$ cat src/rtl/slshc_pkg.sv
// Types, register codes and reset values for the lift soft-limit hold controller
`default_nettype none
package slshc_pkg;

    localparam int POS_W      = 12;
    localparam int MAG_W      = 7;
    localparam int FACTOR_W   = 9;
    localparam int CFG_DATA_W = 12;
    localparam int CFG_ADDR_W = 3;

    localparam logic [1:0] CMD_MOVE   = 2'd0;
    localparam logic [1:0] CMD_LOCK   = 2'd1;
    localparam logic [1:0] CMD_UNLOCK = 2'd2;
    localparam logic [1:0] CMD_TICK   = 2'd3;

    localparam logic [CFG_ADDR_W-1:0] REG_MIN_SPEED   = 3'd0;
    localparam logic [CFG_ADDR_W-1:0] REG_MIN_HEIGHT  = 3'd1;
    localparam logic [CFG_ADDR_W-1:0] REG_MAX_HEIGHT  = 3'd2;
    localparam logic [CFG_ADDR_W-1:0] REG_SLOW_RANGE  = 3'd3;
    localparam logic [CFG_ADDR_W-1:0] REG_SLOW_FACTOR = 3'd4;
    localparam logic [CFG_ADDR_W-1:0] REG_HOLD_BAND   = 3'd5;
    localparam logic [CFG_ADDR_W-1:0] REG_HOLD_POWER  = 3'd6;

    localparam logic [MAG_W-1:0]    RST_MIN_SPEED   = 7'd30;
    localparam logic [POS_W-1:0]    RST_MIN_HEIGHT  = 12'd100;
    localparam logic [POS_W-1:0]    RST_MAX_HEIGHT  = 12'd1500;
    localparam logic [POS_W-1:0]    RST_SLOW_RANGE  = 12'd100;
    localparam logic [FACTOR_W-1:0] RST_SLOW_FACTOR = 9'd205;
    localparam logic [POS_W-1:0]    RST_HOLD_BAND   = 12'd30;
    localparam logic [MAG_W-1:0]    RST_HOLD_POWER  = 7'd50;

    // unity gain in 1/256 units; larger factors clamp here
    localparam logic [FACTOR_W-1:0] FACTOR_UNITY    = 9'd256;

    typedef struct packed {
        logic [MAG_W-1:0]    min_speed;
        logic [POS_W-1:0]    min_height;
        logic [POS_W-1:0]    max_height;
        logic [POS_W-1:0]    slow_range;
        logic [FACTOR_W-1:0] slow_factor;
        logic [POS_W-1:0]    hold_band;
        logic [MAG_W-1:0]    hold_power;
    } slshc_cfg_t;

    typedef struct packed {
        logic [1:0]        command;
        logic [POS_W-1:0]  position;
        logic signed [7:0] speed_request;
        logic              override_hold;
        logic              dampen;
    } slshc_in_t;

    typedef struct packed {
        logic signed [7:0] drive;
        logic              drive_written;
        logic              hold_on;
    } slshc_out_t;

    typedef struct packed {
        logic             active;
        logic [POS_W-1:0] target;
    } slshc_hold_t;

    function automatic logic [POS_W-1:0] absdiff(input logic [POS_W-1:0] a,
                                                 input logic [POS_W-1:0] b);
        return (a > b) ? (a - b) : (b - a);
    endfunction

endpackage
`default_nettype wire

$ cat src/rtl/slshc_cfg_regs.sv
// Configuration register bank of the lift controller
`default_nettype none
module slshc_cfg_regs (
    input  wire logic                              aclk,
    input  wire logic                              aresetn,
    input  wire logic                              cfg_we,
    input  wire logic [slshc_pkg::CFG_ADDR_W-1:0]  cfg_addr,
    input  wire logic [slshc_pkg::CFG_DATA_W-1:0]  cfg_wdata,
    output slshc_pkg::slshc_cfg_t                  cfg
);
    import slshc_pkg::*;

    slshc_cfg_t cfg_reg;

    always_ff @(posedge aclk) begin
        if (!aresetn) begin
            cfg_reg.min_speed   <= RST_MIN_SPEED;
            cfg_reg.min_height  <= RST_MIN_HEIGHT;
            cfg_reg.max_height  <= RST_MAX_HEIGHT;
            cfg_reg.slow_range  <= RST_SLOW_RANGE;
            cfg_reg.slow_factor <= RST_SLOW_FACTOR;
            cfg_reg.hold_band   <= RST_HOLD_BAND;
            cfg_reg.hold_power  <= RST_HOLD_POWER;
        end else if (cfg_we) begin
            case (cfg_addr)
                REG_MIN_SPEED:   cfg_reg.min_speed   <= cfg_wdata[MAG_W-1:0];
                REG_MIN_HEIGHT:  cfg_reg.min_height  <= cfg_wdata[POS_W-1:0];
                REG_MAX_HEIGHT:  cfg_reg.max_height  <= cfg_wdata[POS_W-1:0];
                REG_SLOW_RANGE:  cfg_reg.slow_range  <= cfg_wdata[POS_W-1:0];
                REG_SLOW_FACTOR: cfg_reg.slow_factor <= cfg_wdata[FACTOR_W-1:0];
                REG_HOLD_BAND:   cfg_reg.hold_band   <= cfg_wdata[POS_W-1:0];
                REG_HOLD_POWER:  cfg_reg.hold_power  <= cfg_wdata[MAG_W-1:0];
                default: begin
                end
            endcase
        end
    end

    assign cfg = cfg_reg;

endmodule
`default_nettype wire

$ cat src/rtl/slshc_step.sv
// Per-command logic: deadband, soft-limit slowdown and cut-off, hold correction
`default_nettype none
module slshc_step (
    input  wire slshc_pkg::slshc_in_t   item,
    input  wire slshc_pkg::slshc_cfg_t  cfg,
    input  wire slshc_pkg::slshc_hold_t hold_reg,
    output slshc_pkg::slshc_out_t       result,
    output slshc_pkg::slshc_hold_t      hold_next
);
    import slshc_pkg::*;

    logic signed [7:0]   speed_sat;
    logic [7:0]          speed_neg;
    logic                neg;
    logic [MAG_W-1:0]    mag;
    logic [MAG_W-1:0]    mag_db;
    logic                up;
    logic [POS_W-1:0]    limit;
    logic                near;
    logic                beyond;
    logic [FACTOR_W-1:0] factor;
    logic [15:0]         prod;
    logic [MAG_W-1:0]    mag_out;
    logic [7:0]          move_drive;
    logic                outside;
    logic [7:0]          tick_drive;

    always_comb begin
        // most negative request clamps to -127
        speed_sat = (item.speed_request == 8'sh80) ? -8'sd127 : item.speed_request;
        neg       = speed_sat[7];
        speed_neg = -speed_sat;
        mag       = neg ? speed_neg[MAG_W-1:0] : speed_sat[MAG_W-1:0];
        mag_db    = (mag < cfg.min_speed) ? '0 : mag;

        // zero speed takes the lower-limit path
        up     = !neg && (mag_db != '0);
        limit  = up ? cfg.max_height : cfg.min_height;
        near   = item.dampen && (absdiff(limit, item.position) < cfg.slow_range);
        beyond = up ? (item.position > cfg.max_height) : (item.position < cfg.min_height);

        factor  = (cfg.slow_factor > FACTOR_UNITY) ? FACTOR_UNITY : cfg.slow_factor;
        prod    = {9'd0, mag_db} * {7'd0, factor};
        // 127 * 256 stays below 2^15, so bits 14:8 hold the whole product >> 8
        mag_out = beyond ? '0 : (near ? prod[14:8] : mag_db);
        move_drive = neg ? -{1'b0, mag_out} : {1'b0, mag_out};

        outside    = absdiff(item.position, hold_reg.target) > cfg.hold_band;
        tick_drive = !outside ? 8'd0 :
                     (item.position < hold_reg.target) ? {1'b0, cfg.hold_power}
                                                       : -{1'b0, cfg.hold_power};

        hold_next            = hold_reg;
        result.drive         = '0;
        result.drive_written = 1'b0;

        case (item.command)
            CMD_MOVE: begin
                if (!hold_reg.active || item.override_hold) begin
                    hold_next.active     = 1'b0;
                    result.drive         = move_drive;
                    result.drive_written = 1'b1;
                end
            end
            CMD_LOCK: begin
                if (!hold_reg.active) begin
                    hold_next.active = 1'b1;
                    hold_next.target = item.position;
                end
            end
            CMD_UNLOCK: begin
                hold_next.active = 1'b0;
            end
            CMD_TICK: begin
                if (hold_reg.active) begin
                    result.drive         = tick_drive;
                    result.drive_written = 1'b1;
                end
            end
            default: begin
            end
        endcase

        result.hold_on = hold_next.active;
    end

endmodule
`default_nettype wire

$ cat src/rtl/lift_soft_limit_hold_controller.sv
// Top level of the lift soft-limit hold controller
//
// One result word per command word. A word is taken into the input register,
// worked through the combinational command logic and written to the result
// register together with the new hold state, and the block sustains one word
// per cycle whenever the result side keeps up. The input side stays ready
// while a finished result waits, as long as the input register is free or
// moving on. Configuration writes take effect in the cycle after cfg_we and
// should only be issued while no word is in flight.
`default_nettype none
module lift_soft_limit_hold_controller (
    input  wire logic                             aclk,
    input  wire logic                             aresetn,
    input  wire logic                             s_valid,
    output logic                                  s_ready,
    input  wire slshc_pkg::slshc_in_t             s_data,
    output logic                                  m_valid,
    input  wire logic                             m_ready,
    output slshc_pkg::slshc_out_t                 m_data,
    input  wire logic                             cfg_we,
    input  wire logic [slshc_pkg::CFG_ADDR_W-1:0] cfg_addr,
    input  wire logic [slshc_pkg::CFG_DATA_W-1:0] cfg_wdata
);
    import slshc_pkg::*;

    slshc_cfg_t  cfg;
    slshc_in_t   in_data_reg;
    logic        in_valid_reg;
    slshc_out_t  out_data_reg;
    logic        out_valid_reg;
    slshc_hold_t hold_reg;
    slshc_hold_t hold_next;
    slshc_out_t  result;
    logic        advance;

    slshc_cfg_regs u_cfg (
        .aclk      (aclk),
        .aresetn   (aresetn),
        .cfg_we    (cfg_we),
        .cfg_addr  (cfg_addr),
        .cfg_wdata (cfg_wdata),
        .cfg       (cfg)
    );

    slshc_step u_step (
        .item      (in_data_reg),
        .cfg       (cfg),
        .hold_reg  (hold_reg),
        .result    (result),
        .hold_next (hold_next)
    );

    // word moves to the result register when that register is empty or draining
    assign advance = in_valid_reg && (!out_valid_reg || m_ready);
    assign s_ready = !in_valid_reg || advance;

    always_ff @(posedge aclk) begin
        if (!aresetn) begin
            in_valid_reg  <= 1'b0;
            out_valid_reg <= 1'b0;
            hold_reg      <= '0;
        end else begin
            if (s_ready) begin
                in_valid_reg <= s_valid;
            end
            if (advance) begin
                out_valid_reg <= 1'b1;
                hold_reg      <= hold_next;
            end else if (m_ready) begin
                out_valid_reg <= 1'b0;
            end
        end
    end

    always_ff @(posedge aclk) begin
        if (s_valid && s_ready) begin
            in_data_reg <= s_data;
        end
        if (advance) begin
            out_data_reg <= result;
        end
    end

    assign m_valid = out_valid_reg;
    assign m_data  = out_data_reg;

endmodule
`default_nettype wire

$ cat config.mk
export PLATFORM = sky130hd
export DESIGN_NAME = lift_soft_limit_hold_controller
export DESIGN_NICKNAME = d
export VERILOG_FILES = /design/src/rtl/slshc_pkg.sv /design/src/rtl/slshc_cfg_regs.sv /design/src/rtl/slshc_step.sv /design/src/rtl/lift_soft_limit_hold_controller.sv
export SDC_FILE = /design/constraint.sdc
export NUM_CORES = 1
export LEC_CHECK = 0
export BUFFER_PORTS_ARGS = -buffer_cell sky130_fd_sc_hd__buf_4
export CAP_MARGIN = 15
export CORE_MARGIN = 2
export CORE_UTILIZATION = 50
export CTS_BUF_LIST = sky130_fd_sc_hd__clkbuf_16
export DETAILED_ROUTE_END_ITERATION = 16
export PLACE_DENSITY_LB_ADDON = 0.15
export REMOVE_ABC_BUFFERS = 1
export SLEW_MARGIN = 10
export SYNTH_ARGS = -nofsm -noshare
export SYNTH_HDL_FRONTEND = slang
export SYNTH_SLANG_ARGS = --single-unit
export TNS_END_PERCENT = 30
$ cat constraint.sdc
create_clock -name aclk -period 10.3 [get_ports aclk]
set_clock_uncertainty 0.05 [all_clocks]
set_input_delay 0.515 -clock aclk [delete_from_list [all_inputs] [get_ports aclk]]
set_output_delay 0.515 -clock aclk [all_outputs]
set_load 0.02 [all_outputs]
==> impl_metrics.ini <==
[run_status]
status = completed

[clock_tree]
cts_setup_buffers = 0
clock-root-buffer = clkbuf_16
h-tree-depth = 4
cts_sinks = 120
clockBufferDepth = 2
clk_latency_ns = 0.42
post_cts_resized = 0
cts_tree = built
cts_buffers = 17
cts_hold_buffers = 0
cts.clk_slew.worst_paths_ns = 0.06

[sta]
hold_viol = 0
tns_ns = 0
max_freq_mhz = 107.6
setup_viol = 0
tightest_slew_ns = 1.088
min_period_ns = 9.295
layout_setup_ws_ns = 1.005
maxSlewViolCount = 0
slew_headroom_pct = 26.94
rsz0062_at_grt = no
final.period_utilization_pct = 90.25

[logic_synthesis]
synth_seq_cells = 120
synth_top_area_share_pct = 16.49
yosysTopAreaCell = dfxtp_1
synth.avg_cell_area_um2 = 8.334
synth_cell_types = 76
ys_top_cells_by_area = dfxtp_1 16%, ha_1 16%, edfxtp_1 9.8%
synth.yosys.seq_area_share_pct = 26.26
yosysWarnings = 0
ys.flop_type = dfxtp_1
syn_inst = 1253
synth_edf_count = 34
netlist_area_um2 = 10440
postSynth.asyncResetShare_pct = 0

[routing]
detail-route-antenna-nets = 0
vias = 8645
drtIter0Drc = 513
dr.pass1.iters = 5
wl_um = 26310
wl_per_cell_um = 16.78
viasPerCell = 5.513
drc = 0

[critical_path]
cp_max_fo = 24
cp.arrival_ns = 9.41
critPathBufInv = 3
start_kind = flip-flop
cpMostUsedCell = ha_1
worstPathRequired_ns = 10.41
criticalPathCategory = flip-flop to flip-flop
critPathTopFamily = compound AO/OA/AOI/OAI gates
slowest_stage = edfxtp_1
slowest_delay_ns = 0.58
critPathCaptureType = flip-flop

[hold_path]
hold_class = input pin to flip-flop

[layout]
final_nets = 1500
final_core_util_pct = 57.21
n_fill_cell = 1872
layout-drive-gt1-share_pct = 9.014
largest_reg_flops = 71
area_delta_synth_final_pct = 11.57
antenna_cells = 0
postLayoutCellArea_um2 = 11650
fin_cells = 1568
final_common_cell = nand2_1
final_cell_mix = 214 x nand2_1, 158 x inv_1, 135 x ha_1

[placement]
pre_cts_ws_ns = 1.066
place_hpwl_um = 20300
placed_area_um2 = 11030
gp_congestion = 0.9140
dp.cells = 1535
portBuffers = 55

[floorplanning]
chipHeight_um = 148.5
die_w_um = 148.5
start_util_pct = 51.28
die-area_um2 = 22060
rows = 52
io_pins = 56
fp.coreArea_um2 = 20360

[power]
leakagePower_nw = 5.286
powerDensity_nw_per_um2 = 160.7
ir_drop_uv = 95.67

[global_route]
grt_max_degree = 87
antenna_found_initial = 0
grt_pass1_wl_um = 43090
grt_pass1_vias = 8421
grtUsageTotal_pct = 24.73
grt_overflow_total = 0

[run]
drv_cap = 0
per-stage QoR:
| stage | hold slack (ns) | total power [mW] |
|---|---|---|
| floorplan | 0.3807 | 1.063 |
| global placement | 0.3924 | 1.242 |
| detailed placement | 0.3962 | 1.250 |
| CTS | 0.2006 | 1.880 |
| global route | 0.1957 | 2.002 |
| finish | 0.2174 | 1.873 |
report_power, final:
| group | total, mW | leakage [nW] | internal, mW | switching [mW] |
|---|---|---|---|---|
| clock network | 0.623 | 0.300 | 0.377 | 0.246 |
| registers | 0.519 | 1.03 | 0.504 | 0.0151 |
| logic | 0.730 | 3.95 | 0.295 | 0.435 |
path summary, 6_finish.rpt:
path / to / depth (start not counted) / from / slack, ns
worst max-delay path: m_data[8]$_DFFE_PP_ / 40 / in_data_reg[9]$_DFFE_PP_ / 1.00
worst min-delay path: in_data_reg[17]$_DFFE_PP_ / 1 / s_data[17] / 0.22
worst max register to register: m_data[8]$_DFFE_PP_ / 40 / in_data_reg[9]$_DFFE_PP_ / 1.00
worst min register to register: u_cfg.cfg[21]$_SDFFE_PN1P_ / 2 / u_cfg.cfg[21]$_SDFFE_PN1P_ / 0.41
worst reg2reg max path: cells and delay by family (launching register included):
family	cells	cell delay, ns
AOI/OAI and AO/OA	17	2.69
xor gates and xnor gates	3	0.63
adders and majority gates	6	1.54
buffers and inverters	3	0.29
DFF	1	0.58
muxes	2	0.68
and+or+nand+nor	9	2.56
logic make-up after synthesis:
family / after synthesis / synth area share, %
xor gates and xnor gates: 38 / 3.187
adders and majority gates: 171 / 23.08
buffers and inverters: 203 / 7.465
DFF: 120 / 26.26
and+or+nand+nor: 407 / 18.52
muxes: 17 / 1.773
AOI/OAI and AO/OA: 297 / 19.71
Yosys cell counts, types with 4 or more instances:
cell type,instances
a211oi_1,7
a21boi_0,44
a21o_1,40
a21oi_1,58
a221oi_1,5
a31oi_1,7
and2_1,28
and3_1,17
buf_2,8
clkbuf_1,35
dfxtp_1,86
edfxtp_1,34
fa_1,36
ha_1,135
inv_1,157
mux2i_1,14
nand2_1,214
nand2b_1,13
nand3_1,19
nand4_1,14
nor2_1,41
nor2b_1,23
nor3_1,11
nor4_1,8
o211ai_1,31
o21a_1,4
o21ai_0,47
o21bai_1,7
o22ai_1,7
or2_2,4
xnor2_1,24
xor2_1,14
metal layers:
layer	track usage (%)	part of all wire [%]	vias to the layer above
met5	0	0	-
met4	7.714	2.8	0
met3	4.080	5.0	45
met2	41.34	47	210
met1	32.88	46	4037
li1	-	-	4353
area by class of cell:
class | count | area, um2 | share of cell area [%]
Multi-Input combinational cell | 930 | 6932 | 59.49
Sequential cell | 120 | 2743 | 23.54
Inverter | 157 | 589.3 | 5.058
Clock buffer | 18 | 450.4 | 3.866
Timing Repair Buffer | 59 | 440.4 | 3.780
Tap cell | 270 | 337.8 | 2.899
Clock inverter | 14 | 158.9 | 1.364
(Power assumes the default switching activity.)
